--- src/rtl/core/bcag_pkg.sv ---
// ----------------------------------------------------------------------------
// bcag_pkg
// Types and constants shared by the clipped bitmap address generator.
// ----------------------------------------------------------------------------
package bcag_pkg;

  // Default screen size in pixels.
  localparam int DEF_SCREEN_COLUMNS = 128;
  localparam int DEF_SCREEN_ROWS    = 160;

  typedef enum logic {
    OP_START = 1'b0,
    OP_NEXT  = 1'b1
  } op_t;

  typedef enum logic [1:0] {
    STATUS_IDLE   = 2'd0,
    STATUS_ACCEPT = 2'd1,
    STATUS_REJECT = 2'd2,
    STATUS_PIXEL  = 2'd3
  } status_t;

  typedef struct packed {
    op_t                operation;
    logic signed [15:0] x_pos;
    logic signed [15:0] y_pos;
    logic [14:0]        img_width;
    logic [14:0]        img_height;
    logic [31:0]        image_base;
  } cmd_t;

  typedef struct packed {
    status_t     status;
    logic [6:0]  col_first;
    logic [6:0]  col_final;
    logic [7:0]  row_first;
    logic [7:0]  row_final;
    logic [31:0] pixel_address;
    logic        last_pixel;
  } rsp_t;

endpackage

--- src/rtl/core/bitmap_clip_address_generator_top.sv ---
// ----------------------------------------------------------------------------
// bitmap_clip_address_generator_top
// Clips a bitmap against the screen and walks the visible source pixels.
// ----------------------------------------------------------------------------
// Usage: the command channel (cmd_valid, cmd_ready, cmd) carries one item per
// transfer. A start item gives the bitmap's bottom-left corner, size and base
// address; the block answers with the clipped window (status accept) or with
// status reject when the image is empty, larger than the screen or fully off
// screen. Each next item answers with the byte address of one visible source
// pixel, top visible row first and left to right, with last_pixel set on the
// final one; a next item with no draw in progress answers with status idle.
// A start during a draw abandons that draw.
// Every command produces exactly one response on (rsp_valid, rsp_ready, rsp).
// The response is in the output register on the cycle after the command
// transfer. Throughput is one item per cycle while responses are taken; the
// clipping math (one 8 by 9 bit multiply and a few adds) and the pixel
// stepping both sit between the command port and the response register.
// When the receiver stalls, the response is held and cmd_ready drops until
// it is taken; a command is accepted in the same cycle that the response
// register drains. Synchronous reset empties the response register and ends
// any draw.
module bitmap_clip_address_generator_top #(
  parameter int SCREEN_COLUMNS = bcag_pkg::DEF_SCREEN_COLUMNS,
  parameter int SCREEN_ROWS    = bcag_pkg::DEF_SCREEN_ROWS
) (
  input  logic           clk,
  input  logic           rst,
  input  logic           cmd_valid,
  output logic           cmd_ready,
  input  bcag_pkg::cmd_t cmd,
  output logic           rsp_valid,
  input  logic           rsp_ready,
  output bcag_pkg::rsp_t rsp
);
  import bcag_pkg::*;

  localparam logic signed [17:0] SCR_COLS = 18'(SCREEN_COLUMNS);
  localparam logic signed [17:0] SCR_ROWS = 18'(SCREEN_ROWS);

  // Draw state.
  logic        active;
  logic [15:0] source_index;
  logic [7:0]  column_count;
  logic [7:0]  rows_left;
  logic [7:0]  visible_width;
  logic [7:0]  skip_columns;
  logic [7:0]  stored_width;
  logic [31:0] stored_base;

  logic        active_next;
  logic [15:0] source_index_next;
  logic [7:0]  column_count_next;
  logic [7:0]  rows_left_next;
  logic [7:0]  visible_width_next;
  logic [7:0]  skip_columns_next;
  logic [7:0]  stored_width_next;
  logic [31:0] stored_base_next;
  rsp_t        rsp_next;

  logic        cmd_fire;

  // Start path.
  logic signed [17:0] x_s, y_s, w_s, h_s, top_s;
  logic signed [17:0] vw_s, vh_s, skip_s, left_s, bottom_s, top_c, col_end_s;
  logic               reject;
  logic [7:0]         mul_a;
  logic [8:0]         mul_b;
  logic [16:0]        prod;
  logic [17:0]        neg_x;
  logic [15:0]        start_index;

  // Next path.
  logic [7:0]  col_inc;
  logic [15:0] index_inc;
  logic        row_end;
  logic        last;

  assign cmd_ready = !rsp_valid || rsp_ready;
  assign cmd_fire  = cmd_valid && cmd_ready;

  always_comb begin
    x_s   = {{2{cmd.x_pos[15]}}, cmd.x_pos};
    y_s   = {{2{cmd.y_pos[15]}}, cmd.y_pos};
    w_s   = {3'b000, cmd.img_width};
    h_s   = {3'b000, cmd.img_height};
    top_s = y_s - h_s + 18'sd1;

    reject = (w_s == 18'sd0) || (h_s == 18'sd0) || (w_s > SCR_COLS) ||
             (h_s > SCR_ROWS) || (x_s >= SCR_COLS) || (top_s >= SCR_ROWS) ||
             ((x_s + w_s) <= 18'sd0) || (y_s < 18'sd0);

    vw_s     = w_s;
    vh_s     = h_s;
    skip_s   = 18'sd0;
    left_s   = x_s;
    bottom_s = y_s;
    top_c    = top_s;
    if (x_s + w_s - 18'sd1 >= SCR_COLS) begin
      skip_s = x_s + w_s - SCR_COLS;
      vw_s   = SCR_COLS - x_s;
    end
    if (top_s < 18'sd0) begin
      vh_s  = y_s + 18'sd1;
      top_c = 18'sd0;
    end
    if (x_s < 18'sd0) begin
      vw_s   = w_s + x_s;
      skip_s = -x_s;
      left_s = 18'sd0;
    end
    if (y_s >= SCR_ROWS) begin
      vh_s     = vh_s - (y_s - SCR_ROWS + 18'sd1);
      bottom_s = SCR_ROWS - 18'sd1;
    end
    col_end_s = left_s + vw_s - 18'sd1;

    // With the top clipped, the first emitted row starts at w * y, which is
    // the full-image start w * (h - 1) less the skipped top rows.
    mul_a = cmd.img_width[7:0];
    if (top_s < 18'sd0) begin
      mul_b = y_s[8:0];
    end else begin
      mul_b = h_s[8:0] - 9'd1;
    end
    prod  = 17'(mul_a) * 17'(mul_b);
    neg_x = -x_s;
    start_index = prod[15:0];
    if (x_s < 18'sd0) begin
      start_index = prod[15:0] + neg_x[15:0];
    end
  end

  always_comb begin
    col_inc   = column_count + 8'd1;
    index_inc = source_index + 16'd1;
    row_end   = (col_inc == visible_width);
    last      = row_end && (rows_left <= 8'd1);

    active_next        = active;
    source_index_next  = source_index;
    column_count_next  = column_count;
    rows_left_next     = rows_left;
    visible_width_next = visible_width;
    skip_columns_next  = skip_columns;
    stored_width_next  = stored_width;
    stored_base_next   = stored_base;
    rsp_next           = '0;

    case (cmd.operation)
      OP_START: begin
        if (reject) begin
          active_next     = 1'b0;
          rsp_next.status = STATUS_REJECT;
        end else begin
          active_next        = 1'b1;
          source_index_next  = start_index;
          column_count_next  = 8'd0;
          rows_left_next     = vh_s[7:0];
          visible_width_next = vw_s[7:0];
          skip_columns_next  = skip_s[7:0];
          stored_width_next  = cmd.img_width[7:0];
          stored_base_next   = cmd.image_base;
          rsp_next.status    = STATUS_ACCEPT;
          rsp_next.col_first = left_s[6:0];
          rsp_next.col_final = col_end_s[6:0];
          rsp_next.row_first = top_c[7:0];
          rsp_next.row_final = bottom_s[7:0];
        end
      end
      default: begin
        if (active) begin
          rsp_next.status        = STATUS_PIXEL;
          rsp_next.pixel_address = stored_base + {15'd0, source_index, 1'b0};
          rsp_next.last_pixel    = last;
          source_index_next      = index_inc;
          column_count_next      = col_inc;
          if (row_end) begin
            // Step back to the start of the source row below.
            column_count_next = 8'd0;
            source_index_next = index_inc + {8'd0, skip_columns} -
                                {7'd0, stored_width, 1'b0};
            rows_left_next    = rows_left - 8'd1;
            if (rows_left_next == 8'd0) begin
              active_next = 1'b0;
            end
          end
        end else begin
          rsp_next.status = STATUS_IDLE;
        end
      end
    endcase
  end

  always_ff @(posedge clk) begin
    if (rst) begin
      active        <= 1'b0;
      rsp_valid     <= 1'b0;
      source_index  <= '0;
      column_count  <= '0;
      rows_left     <= '0;
      visible_width <= '0;
      skip_columns  <= '0;
      stored_width  <= '0;
      stored_base   <= '0;
    end else begin
      if (rsp_valid && rsp_ready) begin
        rsp_valid <= 1'b0;
      end
      if (cmd_fire) begin
        active        <= active_next;
        source_index  <= source_index_next;
        column_count  <= column_count_next;
        rows_left     <= rows_left_next;
        visible_width <= visible_width_next;
        skip_columns  <= skip_columns_next;
        stored_width  <= stored_width_next;
        stored_base   <= stored_base_next;
        rsp_valid     <= 1'b1;
      end
    end
  end

  always_ff @(posedge clk) begin
    if (cmd_fire) begin
      rsp <= rsp_next;
    end
  end

  a_cmd_gives_rsp: assert property (@(posedge clk) disable iff (rst)
    cmd_fire |=> rsp_valid)
    else $error("command transfer did not load a response");

  a_last_only_on_pixel: assert property (@(posedge clk) disable iff (rst)
    rsp_valid && rsp.last_pixel |-> rsp.status == STATUS_PIXEL)
    else $error("last pixel flag on a non-pixel response");

  a_start_sets_active: assert property (@(posedge clk) disable iff (rst)
    cmd_fire && cmd.operation == OP_START |=> active == (rsp.status == STATUS_ACCEPT))
    else $error("draw state disagrees with start response");

  a_last_ends_draw: assert property (@(posedge clk) disable iff (rst)
    rsp_valid && rsp.last_pixel |-> !active)
    else $error("draw still active after last pixel");

  a_idle_when_inactive: assert property (@(posedge clk) disable iff (rst)
    cmd_fire && cmd.operation == OP_NEXT && !active |=> rsp.status == STATUS_IDLE)
    else $error("pixel produced with no draw in progress");

endmodule
--- config.mk ---
export PLATFORM = sky130hd
export DESIGN_NAME = bitmap_clip_address_generator_top
export DESIGN_NICKNAME = d
export VERILOG_FILES = /design/src/rtl/core/bcag_pkg.sv /design/src/rtl/core/bitmap_clip_address_generator_top.sv
export SDC_FILE = /design/constraint.sdc
export NUM_CORES = 1
export LEC_CHECK = 0
export BUFFER_PORTS_ARGS = -buffer_cell sky130_fd_sc_hd__buf_4
export CORE_MARGIN = 2
export CORE_UTILIZATION = 50
export DETAILED_ROUTE_END_ITERATION = 6
export PLACE_DENSITY = 0.72
export SYNTH_ARGS = -nofsm -noshare
export SYNTH_HDL_FRONTEND = slang
export SYNTH_SLANG_ARGS = --single-unit
--- constraint.sdc ---
create_clock -name clk -period 11.15 [get_ports clk]
set_clock_uncertainty 0.2 [all_clocks]
set_input_delay 2.23 -clock clk [delete_from_list [all_inputs] [get_ports clk]]
set_output_delay 2.23 -clock clk [all_outputs]
set_load 0.03 [all_outputs]
==> metrics.txt, run 1 <==
initial antenna violation count 0; dpl cell area 0.0170 mm²; share of cells above drive strength 1 14.2%; DR pass1 iterations 5; number of buffers created by CTS 17; first-pass GRT wire length 65,300 µm; Static Leak around 0.0075 µW; core area 0.0304 mm²; die area 0.0321 mm²; power density cells between 150 and 200 mW/mm²; root buf cell clkbuf_16; Initial DRC Count 849; EDFF count, synth 65; Worst-Skew Late Latency 0.43 ns; adder-cell share of the synthesized area 20.1%; CTS tree done; # DRC 0; max cap viols 0; # setup viols final 0; Congestion Overflow GR 0; main area contributors after synthesis ha_1 (13%), edfxtp_1 (13%), dfxtp_1 (12%); sequential share of the synthesized area 24.4%; Synthesized Nets roughly 2,100; Final ANT Viol Nets 0; Post-DP HPWL ~32,000 µm; clock sinks about 160; CP startpoint cmd[63]; simple-gate share of the synthesized area 20.1%; fin crit share 95.2%; pin count of the biggest net entering global routing between 90 and 100; drt via density 5.80; Reg clk slew, reported paths 0.07 ns; maximum fanout along the worst path 10; CP startpoint kind primary input; max frequency 94.2 MHz; row count 64; vias in the first global route 13,044; Seq cells post-synth 155; xor/xnor share of the synthesized area 7.39%; Die Y-Extent 179 µm; width of the die between 150 and 200 µm; synth unique cells 85; overall power about 3300 µW; CP Data Required Time 11.22 ns; GRT Overall Usage between 20% and 30%; Hold Slack 0.273 ns; Slew Limit Fails 0; Crit Path Category primary input to flip-flop; reg2reg setup slack 6.99 ns; WL per Instance around 17 µm; worst hold-check path type flip-flop to flip-flop; Starting Density between 50% and 60%; H-tree depth 4; # fillers 2,790; worst hold start column_count[7]$_SDFFE_PP0P_; ys async rst share 0%; routed wire length 40,800 µm; Final Hold Viols 0; status completed; area leader, netlist ha_1; IO buf count 165; fin nets 2,258; Yosys top cell area share 13.0%; post-synthesis cell count 1,799; minimum clock period around 11 ns; # IOs 166; Cell Area, Synth 0.0154 mm²; ant diodes 0; Clock Tree Buf Depth 2; Peak VDD IR 0.190 mV; Post-Route Setup TNS 0 ns; Synth Area in Compound Gates 16.9%; routability cong. 0.925; worst slew pin tran 1.10 ns; largest family of logic cells by synthesized area simple AND/OR/NAND/NOR gates; reg2reg start source_index[0]$_SDFFE_PP0P_; crit-path max cell delay roughly 0.55 ns; Worst Path Arrival 10.68 ns; vias 13,652; area delta synth->final 14.4%; Top FF cell, synth dfxtp_1; slew margin rel. 26.7%; post-route cell area 0.0176 mm²; Synth Warn # 0; Mean Syn Cell Area 8.54 µm²; mux cell area share after synthesis 5.05%; hold_buf cts 0; Slowest cell on crit path fa_1; Worst Setup End Kind flip-flop
-- worst max-delay path, delay by kind of cell --
family          cells  cell delay, ns
fa+ha+maj           9            3.61
compound gates     11            1.92
simple gates        7            1.83
xor+xnor            1            0.17
buf+inv             9            0.92
-- cell type report --
class,instances,area [µm²],share of cell area [%]
clock buffer,20,489,2.78
multi-input combinational,1418,10700,60.9
timing repair buffer,188,1410,8.03
clock inverter,12,96.3,0.548
tap,396,495,2.82
inverter,165,619,3.52
sequential,155,3750,21.4
-- layer usage --
metal	share of wire [%]	track usage [%]	vias up
met5	0	0	-
met1	44	33.7	6458
li1	-	-	6668
met4	2.4	7.93	0
met2	48	43.7	459
met3	5.7	2.78	67
-- cell usage in the layout, fill, tap and decap left out, types with 15 or more instances in the layout --
cell type	count
or3_1	22
dfxtp_1	90
a211oi_1	27
o21ai_0	66
buf_4	188
clkbuf_16	19
nor3_1	46
a21o_1	33
fa_1	54
nor4_1	17
and3_1	21
nand3_1	40
xor2_1	43
mux2i_1	64
edfxtp_1	65
nand2b_1	38
inv_1	162
nand2_1	97
and2_1	26
a21oi_1	108
xnor2_1	84
o211ai_1	23
nand4_1	15
nor2_1	179
nor2b_1	49
ha_1	160
-- cells in the mapped netlist, types with 46 or more instances --
master      n
o21ai_0    66
nor2_1    179
xnor2_1    84
nor2b_1    49
nor3_1     46
nand2_1    97
fa_1       54
a21oi_1   109
mux2i_1    64
inv_1     163
dfxtp_1    90
ha_1      160
edfxtp_1   65
-- power by group --
group | internal [µW] | switching (µW)
combinational | 897 | 1190
sequential | 601 | 3.66
clock | 322 | 251
total | 1820 | 1440
-- cells by family after synthesis --
logic type / after synthesis
adders and majority gates: 214
muxes: 76
and+or+nand+nor: 608
DFF: 155
xor gates and xnor gates: 128
buffers and inverters: 226
AOI/OAI and AO/OA: 392
-- what timing repair did --
| action | CTS | global route |
|---|---|---|
| endpoints found under the hold margin | 0 | 0 |
| setup endpoints to repair | 0 | 2 |
| setup buffers | 0 | 1 |
| resized for setup | 0 | 4 |
-- final timing paths --
check	end	depth (start not counted)
min reg2reg	column_count[7]$_SDFFE_PP0P_	2
max	source_index[15]$_SDFFE_PP0P_	37
max reg2reg	source_index[15]$_SDFFE_PP0P_	15
min	column_count[7]$_SDFFE_PP0P_	2
-- metrics by stage --
step	std cells	worst slack [ns]	util (%)
after floorplan	1799	0.293	-
after global placement	2321	0.260	55.8
after detailed placement	2321	-0.00629	55.8
after CTS	2353	0.405	57.7
after global routing	2354	-0.000901	57.8
final	2354	0.539	57.8
-- sequential cells by signal, indices dropped and copies added (netlist names) --
signal         count
rows_left          8
rsp               65
column_count       8
visible_width      8
skip_columns       8
stored_base       32
rsp_valid          1
active             1
stored_width       8
source_index      16
Note: power is estimated with default switching activity, not from simulation.
==> run 2, diff against run 1 <==
Settings changed: CORE_UTILIZATION 50 to 55, PLACE_DENSITY 0.72 to 0.78.
==> run 2 against run 1 <==
  * Via count is essentially flat
  * Count of clock-buffer cells in the layout shrank 3
  * Clock power shrank 2%
  * Sequential share of layout area increased by 0.087 points
  * Sequential power about the same
  * Critical path type unchanged
  * Routed wire length up 0.19%
  * Fmax fell by 0.27%
  * Die area down 8.9%
  * Highest routed layer unchanged
==> metrics.txt, run 2 (synthesized netlist as in run 1, its figures left out) <==
delay-heaviest family, CP adder cells; Final Hold Viols 0 (unchanged); initial antenna violation count 0 (unchanged); Worst Path Arrival 10.71 ns (+0.03 ns); IO buf count 165 (unchanged); DR pass1 iterations 5 (unchanged); pin count of the biggest net entering global routing 93 (unchanged); Die Y-Extent 171 µm (-4.5%); share of cells above drive strength 1 14.0% (-0.23 points); max frequency 94.0 MHz (-0.27%); fin crit share 95.4% (+0.26 points); Post-DP HPWL 31,600 µm (-0.74%); vias 13,664 (+0.088%); routability cong. 0.947 (+2.4%); first-pass GRT wire length 66,100 µm (+1.2%); Worst Setup End Kind flip-flop; dpl cell area 0.0169 mm² (-0.22%); Post-Route Setup TNS 0 ns (unchanged); Final ANT Viol Nets 0 (unchanged); minimum clock period 10.64 ns (+0.0292 ns); core area 0.0276 mm² (-9.2%); root buf cell clkbuf_16; Peak VDD IR 0.190 mV (+0.40%); CP Data Required Time 11.22 ns (about the same); power density cells 183 mW/mm² (-1.7%); Starting Density 55.6% (+5.1 points); slew margin rel. 26.0% (-0.70 points); clock sinks 155 (unchanged); most frequent cells in the layout buf_4 (185), nor2_1 (179), inv_1 (162), ha_1 (160), a21oi_1 (109); ant diodes 0 (unchanged); max reg flops 65 (unchanged); Reg clk slew, reported paths 0.06 ns (about the same); die area 0.0293 mm² (-8.9%); Reg with most FFs rsp; Crit path buffers/inverters 6 (-3); # DRC 0 (unchanged); row count 61 (-4.7%); area delta synth->final 14.0%; fin nets 2,255 (-0.13%); Slowest cell on crit path a2111oi_0; Util after Layout 63.4% (+5.6 points); maximum fanout along the worst path 12 (+2); status completed; commonest non-fill, non-tap cell in the layout buf_4; # setup viols final 0 (unchanged); Crit Path Category primary input to flip-flop; Worst-Skew Late Latency 0.44 ns (about the same); hold_buf cts 0 (unchanged); Clock Tree Buf Depth 2 (unchanged); Slew Limit Fails 0 (unchanged); worst hold-check path type flip-flop to flip-flop; post-route cell area 0.0175 mm² (-0.41%); drt via density 5.86 (+0.99%); # IOs 166 (unchanged); Static Leak 0.00743 µW (-0.41%); # fillers 2,408 (-14%); CTS tree done; Largest regs rsp (65), stored_base (32), source_index (16); vias in the first global route 13,271 (+1.7%); number of buffers created by CTS 17 (unchanged); worst slew pin tran 1.11 ns (+0.0104 ns); H-tree depth 4 (unchanged); crit-path max cell delay 0.59 ns (+0.04 ns); Initial DRC Count 1,044 (+23%); routed wire length 40,900 µm (+0.19%); max cap viols 0 (unchanged); WL per Instance 17.5 µm (+1.1%); GRT Overall Usage 28.2% (+2.7 points); width of the die 171 µm (-4.5%); RSZ-0062 raised after global routing no; Congestion Overflow GR 0 (unchanged); CP startpoint kind primary input
[run 2: changes by cell type in the layout (fill, tap and decap cells not counted), moves of 2 or more]
cell       delta
a2111oi_0     +2
a2111oi_1     -2
buf_4         -3
clkbuf_16     -2
inv_6         -2
[run 2: final cells by class]
type / count / area (µm²) / share of cell area, %
Tap cell: 378 / 473 / 2.70
Timing Repair Buffer: 185 / 1390 / 7.93
Clock inverter: 15 / 140 / 0.801
Clock buffer: 17 / 425 / 2.43
Sequential cell: 155 / 3750 / 21.4
Multi-Input combinational cell: 1418 / 10700 / 61.2
Inverter: 165 / 619 / 3.54
[run 2: per-stage QoR]
| step | power [µW] | std cells | hold slack, ns | setup WS (ns) |
|---|---|---|---|---|
| after global routing | 3450 | 2333 | 0.309 | 0.0666 |
| after global placement | 2520 | 2301 | 0.253 | 0.264 |
| final | 3190 | 2333 | 0.270 | 0.510 |
| after detailed placement | 2580 | 2301 | 0.262 | 0.0373 |
| after floorplan | 2120 | 1799 | 0.244 | 0.293 |
| after CTS | 3160 | 2333 | 0.269 | 0.460 |
[run 2: report_power, final]
part / total [µW] / internal (µW) / switching [µW] / leakage (µW)
combinational: 2030 / 871 / 1160 / 0.00578
sequential: 605 / 601 / 3.17 / 0.00138
clock: 563 / 311 / 252 / 0.000276
[run 2: worst min-delay path, stage by stage, from the launching register on]
cell and delay, ns:
dfxtp_1 0.32, nand2_1 0.06, a21oi_1 0.05
[run 2: worst paths after layout]
check	slack (ns)	depth (start not counted)	startpoint	to
worst min register to register	0.27	2	column_count[7]$_SDFFE_PP0P_	column_count[7]$_SDFFE_PP0P_
worst max register to register	7.03	15	source_index[0]$_SDFFE_PP0P_	source_index[15]$_SDFFE_PP0P_
worst max-delay path	0.51	33	cmd[63]	source_index[15]$_SDFFE_PP0P_
worst min-delay path	0.27	2	column_count[7]$_SDFFE_PP0P_	column_count[7]$_SDFFE_PP0P_
[run 2: layer usage]
layer | share of wire [%] | routed length, µm | global-route usage (%)
met1 | 44 | 18000 | 36.7
met2 | 48 | 19400 | 48.1
met3 | 5.7 | 2340 | 4.16
met4 | 2.7 | 1090 | 9.32
met5 | 0 | 0 | 0
[run 2: timing repair]
action / 4_1_cts / 5_1_grt
gates resized for setup: 0 / 2
setup buffers: 0 / 0
setup endpoints to repair: 0 / 1
==> run 3, diff against run 2 <==
Settings changed: CORE_MARGIN 2 to unset, REMOVE_ABC_BUFFERS set to 1.
==> run 3 against run 2 <==
  * Combinational power barely moved
  * Sequential share of layout area is essentially flat
  * Core utilization rose by 1.1 points
  * Cell count is 0.30% lower
  * Clock power grew 4.1%
  * Register-to-register slack got worse by 0.13 ns
  * Routed wire length grew 0.41%
  * Die area fell by 2.3%
  * Highest routed layer unchanged
==> metrics.txt, run 3 (synthesized netlist as in run 1, its figures left out) <==
Largest regs rsp (65), stored_base (32), source_index (16); share of cells above drive strength 1 14.0% (+0.058 points); die area 0.0286 mm² (-2.3%); Post-DP HPWL 31,100 µm (-1.5%); minimum clock period 10.63 ns (-0.0121 ns); width of the die 169 µm (-1.2%); worst slew pin tran 1.12 ns (+0.0152 ns); met3 wire length 2220 µm (-4.9%); Worst Reg-to-Reg Cells 16 (+1); WL per Instance 17.6 µm (+0.71%); drt via density 5.91 (+0.92%); # setup viols final 0 (unchanged); Post-Route Setup TNS 0 ns (unchanged); vias in the first global route 13,343 (+0.54%); Final Hold Viols 0 (unchanged); Slowest cell on crit path fa_1; CTS tree done; CP Data Required Time 11.22 ns (about the same); Worst-Skew Late Latency 0.44 ns (about the same); Starting Density 56.5% (+0.93 points); initial antenna violation count 0 (unchanged); GRT Overall Usage 29.0% (+0.78 points); dpl cell area 0.0169 mm² (about the same); # DRC 0 (unchanged); core area 0.0272 mm² (-1.6%); reg2reg setup slack 6.90 ns (-0.13 ns); met2 wire len 20,000 µm (+2.9%); IO buf count 165 (unchanged); # fillers 2,354 (-2.2%); status completed; ant diodes 0 (unchanged); max reg flops 65 (unchanged); hold_buf cts 0 (unchanged); most frequent cells in the layout buf_4 (184), nor2_1 (179), inv_1 (162), ha_1 (160), a21oi_1 (109); most frequent cell on the critical path fa_1; Hold Path Sink column_count[7]$_SDFFE_PP0P_; Max Used Layer met4; RSZ-0062 raised after global routing no; Worst Path Arrival 10.70 ns (about the same); Congestion Overflow GR 0 (unchanged); area delta synth->final 14.1%; DRT met1 WL 17,500 µm (-2.6%); clock sinks 155 (unchanged); commonest non-fill, non-tap cell in the layout buf_4; worst hold start column_count[7]$_SDFFE_PP0P_; # IOs 166 (unchanged); Peak VDD IR 0.227 mV (+19%); CP startpoint kind primary input; power density cells 183 mW/mm² (+0.35%); Hold Path Stages 2 (unchanged); post-route cell area 0.0175 mm² (+0.11%); Slew Limit Fails 0 (unchanged); root buf cell clkbuf_16; vias 13,748 (+0.61%); overall power 3210 µW (+0.46%); crit-path max cell delay 0.56 ns (-0.03 ns); reg2reg start source_index[2]$_SDFFE_PP0P_; DR pass1 iterations 5 (unchanged); max frequency 94.1 MHz (+0.11%); fin crit share 95.3% (-0.11 points); routability cong. 0.965 (+1.9%); Reg with most FFs rsp; Die Y-Extent 169 µm (-1.2%); Static Leak 0.00746 µW (+0.29%); R2R Path End source_index[15]$_SDFFE_PP0P_; first-pass GRT wire length 66,200 µm (+0.18%); row count 60 (-1.6%); Clock Tree Buf Depth 2 (unchanged); Reg clk slew, reported paths 0.08 ns (+0.02 ns); Initial DRC Count 916 (-12%); maximum fanout along the worst path 11 (-1); worst hold-check path type flip-flop to flip-flop; routed wire length 41,000 µm (+0.41%); max cap viols 0 (unchanged); Final ANT Viol Nets 0 (unchanged); Worst Setup End Kind flip-flop; pin count of the biggest net entering global routing 93 (unchanged); number of buffers created by CTS 17 (unchanged); slew margin rel. 25.2% (-0.78 points); fin nets 2,254 (-0.044%); Crit Path Category primary input to flip-flop; H-tree depth 4 (unchanged)
## run 3: cell count changes in the layout (fill, tap and decap cells not counted), moves of 2 or more
cell and delta:
a2111oi_0 -2, clkinv_2 -2, clkinv_8 +3, clkinvlp_4 -2, inv_8 +4
## run 3: worst max-delay path, delay by kind of cell
family / cells / cell delay (ns)
and+or+nand+nor: 8 / 1.78
buffers and inverters: 8 / 0.90
adders and majority gates: 9 / 3.51
AOI/OAI and AO/OA: 12 / 2.25
## run 3: worst max-delay path by stage
stage	endpoint	startpoint	slack (ns)
6_report	source_index[15]$_SDFFE_PP0P_	cmd[63]	0.52
5_1_grt	source_index[15]$_SDFFE_PP0P_	cmd[63]	0.05
4_1_cts	source_index[15]$_SDFFE_PP0P_	cmd[63]	0.50
3_5_place_dp	source_index[15]$_SDFFE_PP0P_	cmd[63]	0.07
3_3_place_gp	source_index[15]$_SDFFE_PP0P_	cmd[63]	0.26
2_1_floorplan	source_index[15]$_SDFFE_PP0P_	cmd[63]	0.44
## run 3: power breakdown
group          switching [µW]  total, µW  leakage [µW]  internal (µW)
sequential               3.27        604       0.00138            601
combinational            1140       2020       0.00579            880
clock                     283        586      0.000292            302
## run 3: layer usage
metal	GRT usage, %	vias up
met1	35.9	6502
met4	10.8	0
met2	51.7	494
met5	0	-
met3	3.51	93
li1	-	6659
## run 3: layout make-up
type                       instances  area [µm²]  share of cell area [%]
clock inverter                    15         166                   0.950
tap                              372         465                    2.66
multi-input combinational       1418       10700                    61.1
sequential                       155        3750                    21.4
inverter                         165         619                    3.53
clock buffer                      17         425                    2.43
timing repair buffer             184        1380                    7.88
## run 3: what timing repair did
action                     in CTS  in global routing
setup endpoints to repair       0                  1
gates resized for setup         0                  3
setup buffers                   0                  0
## run 3: per-stage QoR
step / hold WS (ns) / utilization (%) / setup WS, ns / instances
6_report: 0.280 / 64.5 / 0.522 / 2326
5_1_grt: 0.306 / 64.5 / 0.0452 / 2326
4_1_cts: 0.281 / 64.5 / 0.500 / 2326
3_5_place_dp: 0.264 / 62.3 / 0.0679 / 2294
3_3_place_gp: 0.252 / 62.3 / 0.256 / 2294
2_1_floorplan: 0.238 / - / 0.440 / 1738
